File: src/design/ps2md_pkg.sv
// Package for the PS/2 mouse packet decoder.
// Holds register indices, reset values, the packet position type and the motion scaling function.
// Used by ps2_mouse_packet_decoder_core.
package ps2md_pkg;

  localparam int GapW    = 8;
  localparam int AccelW  = 11;
  localparam int TimeW   = 32;
  localparam int MoveW   = 12;
  localparam int BtnW    = 3;
  localparam int CfgIdxW = 1;
  localparam int CfgW    = AccelW;

  localparam logic [GapW-1:0]   GAP_RESET   = 8'd5;
  localparam logic [AccelW-1:0] ACCEL_RESET = 11'd10;

  localparam int SIGN_X_BIT = 4;
  localparam int SIGN_Y_BIT = 5;

  typedef enum logic [CfgIdxW-1:0] {
    REG_GAP_MS = 1'b0,
    REG_ACCEL  = 1'b1
  } cfg_reg_t;

  // bytes of the current packet held so far
  typedef enum logic [1:0] {
    POS_IDLE = 2'd0,
    POS_HDR  = 2'd1,
    POS_X    = 2'd2
  } pkt_pos_t;

  // 9-bit motion, times 4, doubled when the magnitude of the times-4 value is above thr
  function automatic logic [MoveW-1:0] scale_motion(input logic [7:0] lo, input logic neg,
                                                     input logic [AccelW-1:0] thr);
    logic [MoveW-1:0] ext;
    logic [MoveW-1:0] mag;
    begin
      ext = {{(MoveW-11){neg}}, neg, lo, 2'b00};
      mag = ext[MoveW-1] ? (~ext + 12'd1) : ext;
      if (mag > {1'b0, thr}) begin
        scale_motion = {ext[MoveW-2:0], 1'b0};
      end else begin
        scale_motion = ext;
      end
    end
  endfunction

endpackage

File: src/design/ps2_mouse_packet_decoder_core.sv
// PS/2 mouse packet decoder top level: packet assembly, resync on byte gap, motion scaling.
// Depends on ps2md_pkg.
//
// Takes one mouse byte per word with its millisecond time stamp and emits one word per
// complete three-byte packet (header, X, Y). A byte starts a new packet when none is in
// progress, or when its time is later than the previous byte's by more than gap_ms.
// Decoding runs in one pass from the packet registers into an output register, so a byte
// can be taken every clock; the input stalls only while that output register is full and
// not taken.
// Output motion is the 9-bit value times 4, doubled when the magnitude of that times-4 value exceeds accel_threshold.
module ps2_mouse_packet_decoder_core (
  input  logic                          clk,
  input  logic                          rst,
  input  logic                          s_tvalid,
  output logic                          s_tready,
  input  logic [39:0]                   s_tdata,   // rx_byte[7:0], time_ms[39:8]
  output logic                          m_tvalid,
  input  logic                          m_tready,
  output logic [31:0]                   m_tdata,   // buttons[2:0], move_x[14:3], move_y[26:15]
  input  logic                          cfg_we,
  input  logic [ps2md_pkg::CfgIdxW-1:0] cfg_index,
  input  logic [ps2md_pkg::CfgW-1:0]    cfg_data
);
  import ps2md_pkg::*;

  logic [GapW-1:0]   gap_ms;
  logic [AccelW-1:0] accel_threshold;
  pkt_pos_t          pos;
  pkt_pos_t          pos_next;
  logic [7:0]        header_byte;
  logic [7:0]        x_byte;
  logic [TimeW-1:0]  last_time;

  logic [7:0]        rx_byte;
  logic [TimeW-1:0]  time_ms;
  logic [TimeW:0]    diff;
  logic              resync;
  logic              emit;
  logic              s_fire;

  logic [BtnW-1:0]   buttons;
  logic [MoveW-1:0]  move_x;
  logic [MoveW-1:0]  move_y;

  assign rx_byte  = s_tdata[7:0];
  assign time_ms  = s_tdata[39:8];
  assign s_tready = !m_tvalid || m_tready;
  assign s_fire   = s_tvalid && s_tready;

  assign diff   = {1'b0, time_ms} - {1'b0, last_time};
  assign resync = (pos == POS_IDLE) || (pos != POS_HDR && pos != POS_X) ||
                  (!diff[TimeW] && (diff[TimeW-1:0] > {{(TimeW-GapW){1'b0}}, gap_ms}));
  assign emit   = !resync && (pos == POS_X);

  always_comb begin
    if (resync) begin
      pos_next = POS_HDR;
    end else if (pos == POS_HDR) begin
      pos_next = POS_X;
    end else begin
      pos_next = POS_IDLE;
    end
  end

  always_ff @(posedge clk) begin
    if (rst) begin
      gap_ms          <= GAP_RESET;
      accel_threshold <= ACCEL_RESET;
    end else if (cfg_we) begin
      unique case (cfg_reg_t'(cfg_index))
        REG_GAP_MS: gap_ms          <= cfg_data[GapW-1:0];
        REG_ACCEL:  accel_threshold <= cfg_data[AccelW-1:0];
        default:    ;
      endcase
    end
  end

  always_ff @(posedge clk) begin
    if (rst) begin
      pos         <= POS_IDLE;
      header_byte <= 8'd0;
      x_byte      <= 8'd0;
      last_time   <= '0;
    end else if (s_fire) begin
      pos       <= pos_next;
      last_time <= time_ms;
      if (resync) begin
        header_byte <= rx_byte;
      end else if (pos == POS_HDR) begin
        x_byte <= rx_byte;
      end
    end
  end

  assign buttons = {header_byte[1], header_byte[2], header_byte[0]};
  assign move_x  = scale_motion(x_byte, header_byte[SIGN_X_BIT], accel_threshold);
  assign move_y  = scale_motion(rx_byte, header_byte[SIGN_Y_BIT], accel_threshold);

  always_ff @(posedge clk) begin
    if (rst) begin
      m_tvalid <= 1'b0;
    end else if (s_fire && emit) begin
      m_tvalid <= 1'b1;
    end else if (m_tready) begin
      m_tvalid <= 1'b0;
    end
  end

  always_ff @(posedge clk) begin
    if (s_fire && emit) begin
      m_tdata <= {5'd0, move_y, move_x, buttons};
    end
  end

  a_emit_shows: assert property (@(posedge clk) disable iff (rst)
    s_fire && emit |=> m_tvalid)
    else $error("completed packet not presented");

  a_no_spurious: assert property (@(posedge clk) disable iff (rst)
    s_fire && !emit && m_tready |=> !m_tvalid)
    else $error("word emitted without a complete packet");

  a_ready_follows: assert property (@(posedge clk) disable iff (rst)
    !m_tvalid |-> s_tready)
    else $error("input stalled with empty output register");

endmodule
File: config.mk
export PLATFORM = sky130hd
export DESIGN_NAME = ps2_mouse_packet_decoder_core
export DESIGN_NICKNAME = d
export VERILOG_FILES = /design/src/design/ps2md_pkg.sv /design/src/design/ps2_mouse_packet_decoder_core.sv
export SDC_FILE = /design/constraint.sdc
export NUM_CORES = 1
export LEC_CHECK = 0
export BUFFER_PORTS_ARGS = -buffer_cell sky130_fd_sc_hd__buf_2
export CAP_MARGIN = 40
export CORE_ASPECT_RATIO = 1.4
export CORE_UTILIZATION = 55
export DETAILED_ROUTE_END_ITERATION = 16
export PLACE_DENSITY = 0.77
export SYNTH_ARGS = -nofsm -noshare
export SYNTH_HDL_FRONTEND = slang
export SYNTH_SLANG_ARGS = --single-unit
File: constraint.sdc
create_clock -name clk -period 5.5 [get_ports clk]
set_input_delay 0.275 -clock clk [delete_from_list [all_inputs] [get_ports clk]]
set_output_delay 0.275 -clock clk [all_outputs]
set_load 0.05 [all_outputs]
======== After elaboration in Yosys (flattened, before gate mapping) ========
Index checks and enable logic that the tools add are counted.
Widths: inputs -> output; s select.
cells by class
  $lt $le $gt $ge ......................... 3
  add/subtract/negate cells ............... 3
  multiplexer cells ....................... 8
  equality and inequality tests ........... 4
  reductions and logical operators ........ 17
  bitwise operators ....................... 4
operator list
  cell                   count
  $sub 32x32->33         1
  $gt 32x8->1            1
  $add 12x1->12 const B  2
  $gt 12x11->1           2
  $mux 12                2
  $not 12->12            2
  $mux 11                2
  $reduce_and 2->1       3
  $logic_and 1x1->1      5
  $mux 2                 2
  $logic_not 1->1        3
  $logic_or 1x1->1       3
  $reduce_and 3->1       1
  $eq 2x1->1 const B     1
  $eq 2x2->1 const B     1
  $logic_not 2->1        1
  $mux 1                 2
  $ne 2x1->1 const B     1
  $ne 2x2->1 const B     1
  $not 1->1              2
  $reduce_bool 2->1      1
storage, ports and cells
  word-level logic and storage cells ...... 49
  register bits ........................... 95
  bits of input ports ..................... 57
  output and inout bits ................... 34

======== Logic depth before layout (Yosys ltp) ========
Gate-level depths: netlist of run 1.
  word-level depth ........................ 8
  gate-level depth with buffers ........... 17
  mapped depth without buffers ............ 16

======== Worst setup path after synthesis of run 1 ========
Ideal clock, no wire load.
  path kind ............................... in2reg
  start ................................... in s_tdata[8]
  end ..................................... reg m_tdata[0], enable pin
  arrival ................................. 4.062 ns
  cell stages on the path ................. 17
  path slack .............................. 1.035 ns
  data required time ...................... 5.097 ns
  buffers on the path ..................... 1
  library setup time ...................... 0.403 ns
  cells stage by stage .................... inv_1 -> ha_1 -> fa_1 -> nand2b_1 -> a21oi_1 -> nor2_1 -> xnor2_1 -> ha_1 -> nand3_1 -> nor3_1 -> o221ai_1 -> nor4_1 -> and4_1 -> and4b_1 -> buf_2 -> a31oi_1 -> nor2_1
on the way
  cells in the longest elaborated chain, start to end .. 7
  elaborated cells between the ends (all ways) .. 8
  classes of those cells .................. 1 x add/sub; 1 x order compare; 6 x reduce/logical
ends and longest elaborated chain
  item                                            RTL line                              RTL
  from (decl)                                     ps2_mouse_packet_decoder_core.sv:16   input logic [39:0] s_tdata,
  $sub 32x32->33 *                                ps2_mouse_packet_decoder_core.sv:50   assign diff = {1'b0, time_ms} - {1'b0, last_time};
  $gt 32x8->1 or $logic_not 1->1 (tied branches)  ps2_mouse_packet_decoder_core.sv:52   (!diff[TimeW] && (diff[TimeW-1:0] > {{(TimeW-GapW){1'b0}}, gap_ms}));
  $logic_and 1x1->1 *                             ps2_mouse_packet_decoder_core.sv:52
  $logic_or 1x1->1 *                              ps2_mouse_packet_decoder_core.sv:51   assign resync = (pos == POS_IDLE) || (pos != POS_HDR && pos != POS_X) ||
  $logic_not 1->1 *                               ps2_mouse_packet_decoder_core.sv:53   assign emit = !resync && (pos == POS_X);
  $logic_and 1x1->1 *                             ps2_mouse_packet_decoder_core.sv:53
  $logic_and 1x1->1 *                             ps2_mouse_packet_decoder_core.sv:110  if (s_fire && emit) begin
  to (signal assigned)                            ps2_mouse_packet_decoder_core.sv:111  m_tdata <= {5'd0, move_y, move_x, buttons};
  to (decl)                                       ps2_mouse_packet_decoder_core.sv:19   output logic [31:0] m_tdata,
Mark *: on every way between the ends. The rest lies on a longest branch, timed or not.
A chain may end at the register's enable or synchronous reset.

======== Worst setup path after layout of run 1 ========
  start ................................... reg last_time[0]
  end ..................................... reg m_tdata[24], enable pin
on the way
  cells in the longest elaborated chain, start to end .. 7
  elaborated cells between the ends (all ways) .. 8
  classes of those cells .................. 1 x add/sub; 1 x order compare; 6 x reduce/logical
ends and longest elaborated chain
  item                                            RTL line                              RTL
  from (decl)                                     ps2_mouse_packet_decoder_core.sv:32   logic [TimeW-1:0] last_time;
  from (signal assigned)                          ps2_mouse_packet_decoder_core.sv:86   last_time <= time_ms;
  $sub 32x32->33 *                                ps2_mouse_packet_decoder_core.sv:50
  $gt 32x8->1 or $logic_not 1->1 (tied branches)  ps2_mouse_packet_decoder_core.sv:52
  $logic_and 1x1->1 *                             ps2_mouse_packet_decoder_core.sv:52
  $logic_or 1x1->1 *                              ps2_mouse_packet_decoder_core.sv:51
  $logic_not 1->1 *                               ps2_mouse_packet_decoder_core.sv:53
  $logic_and 1x1->1 *                             ps2_mouse_packet_decoder_core.sv:53
  $logic_and 1x1->1 *                             ps2_mouse_packet_decoder_core.sv:110
Marked as above.

==> results of run 1 <==
[cell usage in the layout (no fill, tap or decap), drive strengths merged, types with 9 or more instances in the layout]
master,count
nand2,149
a21oi,93
buf,87
dfxtp,67
inv,67
ha,62
nor2,40
nand2b,33
o21ai,32
edfxtp,23
xnor2,22
mux2i,18
a21o,16
mux2,15
nand4,14
nand3,14
nor3,12
o31ai,10
and2,9
conb,9
clkbuf,9
a31oi,9
[sequential cells by signal, summed over array words and instances (netlist names)]
signal	count
accel_threshold	11
gap_ms	8
header_byte	5
last_time	32
m_tdata	23
m_tvalid	1
pos	2
x_byte	8
[layout make-up]
| type | instances | area [µm²] |
|---|---|---|
| Sequential cell | 90 | 2030 |
| Multi-Input combinational cell | 640 | 4150 |
| Clock buffer | 9 | 225 |
| Tap cell | 147 | 184 |
| Timing Repair Buffer | 87 | 450 |
| Inverter | 64 | 240 |
| Fill cell | 1083 | 4410 |
| Clock inverter | 7 | 72.6 |
[stage by stage]
step                      worst slack [ns]  instance area [µm²]  std cells
final                                 1.22                 7350       1044
after global routing                 0.875                 7350       1044
after CTS                             1.22                 7350       1044
after detailed placement              1.14                 7050       1028
after global placement                1.32                 7050       1028
after floorplan                       1.04                 6650        843
[worst min-delay path by stage]
stage / cells after the start / end / start
after CTS: 2 / gap_ms[2]$_SDFFE_PP1P_ / cfg_data[2]
after floorplan: 1 / gap_ms[2]$_SDFFE_PP1P_ / cfg_data[2]
after detailed placement: 0 / m_tdata[1]$_DFFE_PP_ / header_byte[2]$_SDFFE_PP0P_
after global routing: 2 / gap_ms[2]$_SDFFE_PP1P_ / cfg_data[2]
after global placement: 0 / m_tdata[0]$_DFFE_PP_ / header_byte[0]$_SDFFE_PP0P_
final: 3 / gap_ms[0]$_SDFFE_PP1P_ / cfg_data[0]
[where the power goes]
part / internal (W) / switching [W] / total, W
registers: 0.000704 / 0.0000149 / 0.000719
clock network: 0.000320 / 0.000300 / 0.000620
logic: 0.000205 / 0.000304 / 0.000509
total: 0.00123 / 0.000619 / 0.00185
[cells by family after synthesis]
kind of cell             Yosys count  synth area share
other                              1          0.000566
multiplexers                      33            0.0527
flip-flops                        90             0.307
buffers and inverters            113            0.0716
AO/OA/AOI/OAI                    208             0.198
AND/OR/NAND/NOR                  302             0.217
adder cells (fa/ha/maj)           63             0.120
XOR/XNOR                          25            0.0331
[worst reg2reg max path, stage by stage, from the launching register on]
cell                       delay [ns]
sky130_fd_sc_hd__dfxtp_1         0.32
sky130_fd_sc_hd__ha_1            0.20
sky130_fd_sc_hd__fa_1            0.41
sky130_fd_sc_hd__nand2b_1        0.18
sky130_fd_sc_hd__a21oi_1         0.24
sky130_fd_sc_hd__nor2_1          0.10
sky130_fd_sc_hd__xnor2_1         0.14
sky130_fd_sc_hd__ha_1            0.31
sky130_fd_sc_hd__nand3_1         0.10
sky130_fd_sc_hd__nor3_1          0.31
sky130_fd_sc_hd__o221ai_1        0.18
sky130_fd_sc_hd__nor4_1          0.23
sky130_fd_sc_hd__and4_1          0.24
sky130_fd_sc_hd__and4b_1         0.35
sky130_fd_sc_hd__a31oi_1         0.20
sky130_fd_sc_hd__nor2_2          0.14
sky130_fd_sc_hd__buf_4           0.29
[metal layers]
| metal | GRT usage | up-vias | wire length [µm] |
|---|---|---|---|
| met4 | 0.0842 | 0 | 370 |
| met3 | 0.0484 | 27 | 701 |
| li1 | - | 3010 | - |
| met1 | 0.301 | 2811 | 6220 |
| met5 | 0 | - | 0 |
| met2 | 0.501 | 176 | 8580 |
==> results.cfg, run 1 <==
[route]
drt_first_pass_iters = 11
routed_wire_length_per_instance_um = 15.2
drt.antenna.violating_nets = 0
vias = 6024
detail_route.iter0.violations = 244
via_per_inst = 5.77
drc_errors = 2
routed_wl_um = 15900

[clock_tree]
cts_setup_buffers = 0
clock_tree.root_cell = sky130_fd_sc_hd__clkbuf_16
resize_count_post_cts = 0
clkTransAtPathRegs_ns = 0.07
clock_tree_buffer_depth = 2
clock_latency_ns = 0.35
clkSinkCount = 90
cts-hold-fix-buffers = 0
tritoncts.num_buffers = 9
cts_tree = done
cts-htree-levels = 3

[timing]
timing.final.crit_share = 0.778
finalHoldViolCount = 0
finalSetupViolCount = 0
min_period_ns = 4.28
max_clock_freq_ghz = 0.234
holdWs_ns = 0.158
clock_skew_ns = 0.0103
slew_headroom = 0.505
max_slew.worst_pin.slew_ns = 0.742
finalSetupTns_ns = 0
final_max_slew_viol_count = 0
rsz_0062_raised_after_global_routing = no

[worst_setup_path]
worst_ep_required_time_ns = 5.53
worstSetupStartpointType = register
timing.setup.critical_path_class = register to register
worst_setup_path_endpoint = m_tdata[24]$_DFFE_PP_
crit_slowest_cell = sky130_fd_sc_hd__fa_1
critPathBufInv = 1
critPathTopFamily = simple AND/OR/NAND/NOR gates
worst_r2r_path_depth = 16
startpoint = last_time[0]$_SDFFE_PP0P_
worstSetupPathDepth = 16
crit_chain = ha_1, fa_1, nand2b_1, a21oi_1, nor2_1, xnor2_1, ha_1, nand3_1, nor3_1, o221ai_1, nor4_1, and4_1, and4b_1, a31oi_1, nor2_2, buf_4
crit_fanout = 23
setup.worst_path.end_class = register
r2r_slack_ns = 1.22
cp.arrival_ns = 4.30
critical_path.max_stage_delay_ns = 0.41
critical_path.reg2reg.startpoint = last_time[0]$_SDFFE_PP0P_
timing.rr.end = m_tdata[24]$_DFFE_PP_
critPathMostFrequentCell = sky130_fd_sc_hd__ha_1

[job]
drv_cap = 0

[synth]
yosys.area.top_type = sky130_fd_sc_hd__dfxtp_1
yosys-top-cells-area = sky130_fd_sc_hd__dfxtp_1 (20%), sky130_fd_sc_hd__ha_1 (12%), sky130_fd_sc_hd__edfxtp_1 (10%)
synthArstFlopShare = 0
syn_avg_cell_area_um2 = 7.93
syn-cell-area_um2 = 6620
yosysSeqAreaShare = 0.307
netlist_instances = 835
ys_types = 68
synth_top_cells_by_count = sky130_fd_sc_hd__nand2_1 (149), sky130_fd_sc_hd__a21oi_1 (92), sky130_fd_sc_hd__dfxtp_1 (67)
count_of_flip_flops_with_a_built_in_enable_after_synthesis = 23
synth-seq-cells = 90
yosysWarnings = 0
yosys_most_used_dff = sky130_fd_sc_hd__dfxtp_1
synth_most_common_cell = sky130_fd_sc_hd__nand2_1
netlist.area_leader.share = 0.203

[floorplanning]
die_area_um2 = 12500
std_cell_rows = 47
fp.dieH_um = 132
floorplan.io_pins = 91
floorplan.initialDensity = 0.563
fp.coreArea_um2 = 11800
die_x_um = 94.7

[power]
power.total_w = 0.00185
power.density_cell_area_nw_per_um2 = 251
ir_drop_v = 0.000160
cellLeakagePower_nw = 3.02

[global_route]
via_count_of_the_first_global_routing_pass = 5749
grt_use_total = 0.269
grt_first_pass_wirelength_um = 26700
grt_start_max_net_pins = 77
initial_antenna_violation_count = 0
grt-ovfl-total = 0

[hold_path]
hold_path.class = input port to register

[place]
gp_routability_congestion = 0.952
post-dp-hpwl_um = 12400
port_buffers = 81

[cells_and_area]
nNetsFinal = 1012
area_growth_syn_to_layout_pct = 11.0
drive_gt1_frac = 0.145
antennaDiodeCount = 0
finalCoreUtilization = 0.625

[run_status]
violations_in_the_final_reports = design-rule violations
run_status = finished with violations
(Power assumes the default switching activity.)
==> run 2: changes to the inputs <==
Settings changed: CORE_UTILIZATION 55 to 53.
Clock period 5.5 ns to 3.55 ns, I/O delays scaled along.
==> run 2 against run 1 <==
Compared with the run above: the run ends with negative setup slack left; sequential cell count unchanged; critical path depth unchanged; die area increased by 3.7%; global-route usage decreased by 0.57 points; register-to-register slack got worse by 1.3 ns; final area increased by 7.1%; routed wire length increased by 4.4%; clock skew about the same; clock power increased by 71%.
==> results.cfg, run 2 (same netlist as run 1, synthesis figures left out) <==
[run_status]
run_status = finished with violations
violations_in_the_final_reports = negative setup slack

[worst_setup_path]
critical_path.reg2reg.startpoint = last_time[0]$_SDFFE_PP0P_
crit_chain = ha_4, fa_2, nand2b_4, a21oi_4, nor2_2, xnor2_1, ha_1, a21o_1, a21oi_2, o221ai_1, nor4_1, and4_1, and4b_2, a31oi_4, nor2_4, buf_12
worst_r2r_path_depth = 16
crit_fanout = 23
setup.worst_path.end_class = register
timing.setup.critical_path_class = register to register
r2r_slack_ns = -0.03
worst_ep_required_time_ns = 3.60
crit_slowest_cell = sky130_fd_sc_hd__dfxtp_2
timing.rr.end = m_tdata[8]$_DFFE_PP_
critical_path.max_stage_delay_ns = 0.34
cp.arrival_ns = 3.63
worstSetupStartpointType = register

[cells_and_area]
post_layout_nonfiller_instances = 1090
area_growth_syn_to_layout_pct = 19.0
final_cell_mix = sky130_fd_sc_hd__nand2_1 (149), sky130_fd_sc_hd__a21oi_1 (88), sky130_fd_sc_hd__buf_2 (81)
register_with_the_most_flip_flops = last_time
drive_gt1_frac = 0.207
final_common_cell = sky130_fd_sc_hd__nand2_1
layout_top_registers = last_time x32, m_tdata x23, accel_threshold x11
nNetsFinal = 1058
largest_register_ff_count = 32
antennaDiodeCount = 0

[timing]
worst_slack_ns = -0.0307
finalSetupViolCount = 25
timing.final.crit_share = 1.01
final_max_slew_viol_count = 0
min_period_ns = 3.58
clock_skew_ns = 0.0103
max_slew.worst_pin.slew_ns = 0.634
finalHoldViolCount = 0
rsz_0062_raised_after_global_routing = yes
slew_headroom = 0.577
max_clock_freq_ghz = 0.279

[route]
vias = 6136
routed_wire_length_per_instance_um = 15.2
detail_route.iter0.violations = 256
routed_wl_um = 16600
via_per_inst = 5.63
drt_first_pass_iters = 5
drt.antenna.violating_nets = 0
drc_errors = 0

[floorplanning]
std_cell_rows = 47
die_area_um2 = 13000
fp.dieH_um = 134
floorplan.initialDensity = 0.552
floorplan.io_pins = 91
die_x_um = 96.5
fp.coreArea_um2 = 12000

[power]
power.density_cell_area_nw_per_um2 = 389
cellLeakagePower_nw = 3.27
ir_drop_v = 0.000227
power.total_w = 0.00307

[place]
port_buffers = 81
post-dp-hpwl_um = 12900
gp_routability_congestion = 0.995
placedCellCount = 1070

[global_route]
grt-ovfl-total = 0
grt_start_max_net_pins = 41
grt_first_pass_wirelength_um = 26700
via_count_of_the_first_global_routing_pass = 5773
grt_use_total = 0.264
initial_antenna_violation_count = 0

[clock_tree]
clock_tree_buffer_depth = 2
cts-htree-levels = 3
clkTransAtPathRegs_ns = 0.07
clock_tree.root_cell = sky130_fd_sc_hd__clkbuf_16
clock_latency_ns = 0.34
tritoncts.num_buffers = 9
cts_tree = done
clkSinkCount = 90

[hold_path]
hold_path_end = accel_threshold[10]$_SDFFE_PP0P_
worstHoldPathCells = 3
hold_path_startpoint = cfg_data[10]
hold_path.class = input port to register

[job]
drv_cap = 0
[run 2: cell types whose count changed in the layout (fill, tap and decap cells not counted), sizes merged]
cell	change
buf	+46
bufinv	+2
clkinv	-1
inv	-1
[run 2: report_power, final]
group	switching (W)	internal, W	leakage [nW]
logic	0.000505	0.000392	2.37
clock network	0.000433	0.000623	0.156
registers	0.0000247	0.00109	0.740
[run 2: critical path, delay by kind of cell (launching register included)]
kind | cells | cell delay (ns)
xor gates and xnor gates | 1 | 0.13
and+or+nand+nor | 6 | 1.09
DFF | 1 | 0.34
buffers and inverters | 1 | 0.18
AOI/OAI and AO/OA | 5 | 0.75
adders and majority gates | 3 | 0.79
[run 2: how the worst max path moves through the flow]
stage,slack (ns),from,to
final,-0.03,last_time[0]$_SDFFE_PP0P_,m_tdata[8]$_DFFE_PP_
after global routing,-0.22,last_time[0]$_SDFFE_PP0P_,m_tdata[7]$_DFFE_PP_
after CTS,-0.01,last_time[0]$_SDFFE_PP0P_,m_tdata[8]$_DFFE_PP_
after detailed placement,-0.14,s_tdata[8],m_tdata[25]$_DFFE_PP_
after global placement,-0.01,s_tdata[8],m_tdata[24]$_DFFE_PP_
after floorplan,-0.008,last_time[0]$_SDFFE_PP0P_,m_tdata[0]$_DFFE_PP_
[run 2: area by class of cell]
cell class              instances  area [µm²]
fillers                      1057        4120
well taps                     147         184
clock buffers                   9         225
multi-input cells             640        4290
clock inverters                 7        98.8
repair buffers                133         808
flip-flops and latches         90        2030
inverters                      64         240
[run 2: per-layer routing]
metal  part of all wire  routed length, µm  GRT usage
met1               0.39               6470      0.290
met2               0.53               8830      0.491
met3              0.041                672     0.0357
met4              0.036                588      0.106
met5                  0                  0          0
[run 2: per-stage QoR]
stage | setup TNS (ns) | cell area (µm²) | setup WS [ns] | util | hold WS (ns)
after floorplan | -0.175 | 6740 | -0.00760 | - | 0.295
after global placement | -0.261 | 7460 | -0.0128 | 0.622 | 0.411
after detailed placement | -3.73 | 7460 | -0.144 | 0.622 | 0.423
after CTS | -0.261 | 7840 | -0.0147 | 0.653 | 0.0583
after global routing | -7.02 | 7880 | -0.223 | 0.657 | 0.0621
final | -0.639 | 7880 | -0.0307 | 0.657 | 0.0673
[run 2: what timing repair did]
action / in CTS / in global routing
buffers inserted: 3 / 1
gates resized for setup: 8 / 5
hold buffers: 0 / 0
pin swaps: 2 / 1
setup endpoints to repair: 36 / 38
==> run 3: changes to the inputs <==
Settings changed: CORE_UTILIZATION 53 to 55.
Clock period 3.55 ns to 4.2 ns, I/O delays scaled along.
==> run 3 against run 2 <==
Compared with the run above: the run now ends clean; critical path type unchanged; register-to-register slack better by 0.26 ns; sequential share of layout area is 1.6 points higher; largest cell class unchanged; sequential cell count unchanged; critical endpoint is now m_tdata[25]$_DFFE_PP_; global-route usage increased by 0.29 points; clock skew is 0.0028 ns higher.
==> results.cfg, run 3 (same netlist as run 1, synthesis figures left out) <==
[timing]
timing.final.crit_share = 0.944
finalSetupTns_ns = 0
slew_headroom = 0.557
max_clock_freq_ghz = 0.252
worst_slack_ns = 0.233
final_max_slew_viol_count = 0
max_slew.worst_pin.slew_ns = 0.664
finalHoldViolCount = 0
min_period_ns = 3.97
clock_skew_ns = 0.0131
finalSetupViolCount = 0
rsz_0062_raised_after_global_routing = no

[job]
drv_cap = 0

[clock_tree]
clkSinkCount = 90
cts-htree-levels = 3
clock_latency_ns = 0.36
cts-hold-fix-buffers = 0
cts_tree = done
clock_tree_buffer_depth = 2
clock_tree.root_cell = sky130_fd_sc_hd__clkbuf_16
tritoncts.num_buffers = 9
clkTransAtPathRegs_ns = 0.07

[place]
post-dp-hpwl_um = 12300
placedCellCount = 1036
detailed_place.area_um2 = 7130
gp_routability_congestion = 0.974
port_buffers = 81
dp_worst_setup_slack_ns = 0.206

[global_route]
grt_start_max_net_pins = 41
grt-ovfl-total = 0
initial_antenna_violation_count = 0
via_count_of_the_first_global_routing_pass = 5782
grt_first_pass_wirelength_um = 26500
grt_use_total = 0.267

[route]
vias = 6035
drt.antenna.violating_nets = 0
drc_errors = 0
routed_wl_um = 15800
detail_route.iter0.violations = 225
drt_first_pass_iters = 5
via_per_inst = 5.74
routed_wire_length_per_instance_um = 15.0

[floorplanning]
floorplan.initialDensity = 0.563
fp.coreArea_um2 = 11800
fp.dieH_um = 132
die_x_um = 94.7
std_cell_rows = 47
die_area_um2 = 12500
floorplan.io_pins = 91

[hold_path]
worstHoldPathCells = 3
hold_path.class = input port to register
hold_path_end = gap_ms[0]$_SDFFE_PP1P_
hold_path_startpoint = cfg_data[0]

[cells_and_area]
drive_gt1_frac = 0.154
final_cell_mix = sky130_fd_sc_hd__nand2_1 (149), sky130_fd_sc_hd__a21oi_1 (91), sky130_fd_sc_hd__buf_2 (81)
layout_top_registers = last_time x32, m_tdata x23, accel_threshold x11
register_with_the_most_flip_flops = last_time
non_filler_cell_area_final_um2 = 7430
area_growth_syn_to_layout_pct = 12.2
final_common_cell = sky130_fd_sc_hd__nand2_1
fillCellCount = 1100
largest_register_ff_count = 32
post_layout_nonfiller_instances = 1052
antennaDiodeCount = 0
nNetsFinal = 1020

[worst_setup_path]
timing.rr.end = m_tdata[25]$_DFFE_PP_
critical_path.reg2reg.startpoint = last_time[6]$_SDFFE_PP0P_
setup.worst_path.end_class = register
timing.setup.critical_path_class = register to register
cp.arrival_ns = 4.03
worstSetupStartpointType = register
worst_ep_required_time_ns = 4.26
r2r_slack_ns = 0.23
worst_r2r_path_depth = 16
crit_fanout = 23

[power]
power.density_cell_area_nw_per_um2 = 327
cellLeakagePower_nw = 3.06
power.total_w = 0.00242
ir_drop_v = 0.000229

[run_status]
run_status = finished, final reports clean
-- run 3: worst max path at each step --
stage / endpoint / slack [ns] / start / cells after the start
floorplan: m_tdata[0]$_DFFE_PP_ / 0.12 / last_time[0]$_SDFFE_PP0P_ / 16
global placement: m_tdata[17]$_SDFFCE_PN0P_ / 0.33 / s_tdata[8] / 18
detailed placement: m_tdata[0]$_DFFE_PP_ / 0.21 / s_tdata[8] / 18
CTS: m_tdata[25]$_DFFE_PP_ / 0.22 / last_time[0]$_SDFFE_PP0P_ / 16
global route: m_tdata[22]$_DFFE_PP_ / 0.05 / last_time[10]$_SDFFE_PP0P_ / 13
finish: m_tdata[25]$_DFFE_PP_ / 0.23 / last_time[6]$_SDFFE_PP0P_ / 16
-- run 3: cell type report --
| type | count | area [µm²] | area share |
|---|---|---|---|
| multi-input combinational | 640 | 4150 | 0.559 |
| sequential | 90 | 2030 | 0.274 |
| timing repair buffer | 95 | 523 | 0.0704 |
| inverter | 64 | 240 | 0.0324 |
| clock buffer | 9 | 225 | 0.0303 |
| tap | 147 | 184 | 0.0248 |
| clock inverter | 7 | 68.8 | 0.00927 |
-- run 3: critical path: stages, from the launching register on --
cell and delay [ns]:
sky130_fd_sc_hd__dfxtp_1 0.33, sky130_fd_sc_hd__inv_1 0.05, sky130_fd_sc_hd__ha_1 0.37, sky130_fd_sc_hd__a21oi_1 0.28, sky130_fd_sc_hd__and2_1 0.16, sky130_fd_sc_hd__a22o_1 0.25
sky130_fd_sc_hd__xnor2_1 0.10, sky130_fd_sc_hd__ha_1 0.30, sky130_fd_sc_hd__nand3_1 0.10, sky130_fd_sc_hd__nor3_1 0.28, sky130_fd_sc_hd__o221ai_1 0.18, sky130_fd_sc_hd__nor4_1 0.24
sky130_fd_sc_hd__and4_1 0.24, sky130_fd_sc_hd__and4b_1 0.23, sky130_fd_sc_hd__a31oi_1 0.16, sky130_fd_sc_hd__nor2_2 0.19, sky130_fd_sc_hd__buf_12 0.19
-- run 3: what timing repair did --
action                                  CTS  global route
setup buffers                             0             0
gates resized for setup                   0             2
endpoints found under the setup margin    0            23
hold endpoints to repair                  0             0
-- run 3: per-layer routing --
layer,up-vias,part of all wire,track usage
li1,3031,-,-
met1,2804,0.39,0.299
met2,163,0.53,0.485
met3,37,0.047,0.0392
met4,0,0.030,0.118
met5,-,0,0
-- run 3: metrics by stage --
stage / hold WS, ns / util
after floorplan: 0.328 / -
after global placement: 0.423 / 0.606
after CTS: 0.0826 / 0.631
after detailed placement: 0.428 / 0.606
after global routing: 0.0966 / 0.631
final: 0.0867 / 0.631
-- run 3: where the power goes --
group	internal (W)	leakage [nW]	switching, W	total [W]
combinational	0.000277	2.18	0.000400	0.000677
clock	0.000416	0.137	0.000390	0.000806
sequential	0.000922	0.740	0.0000195	0.000941
total	0.00161	3.06	0.000810	0.00242
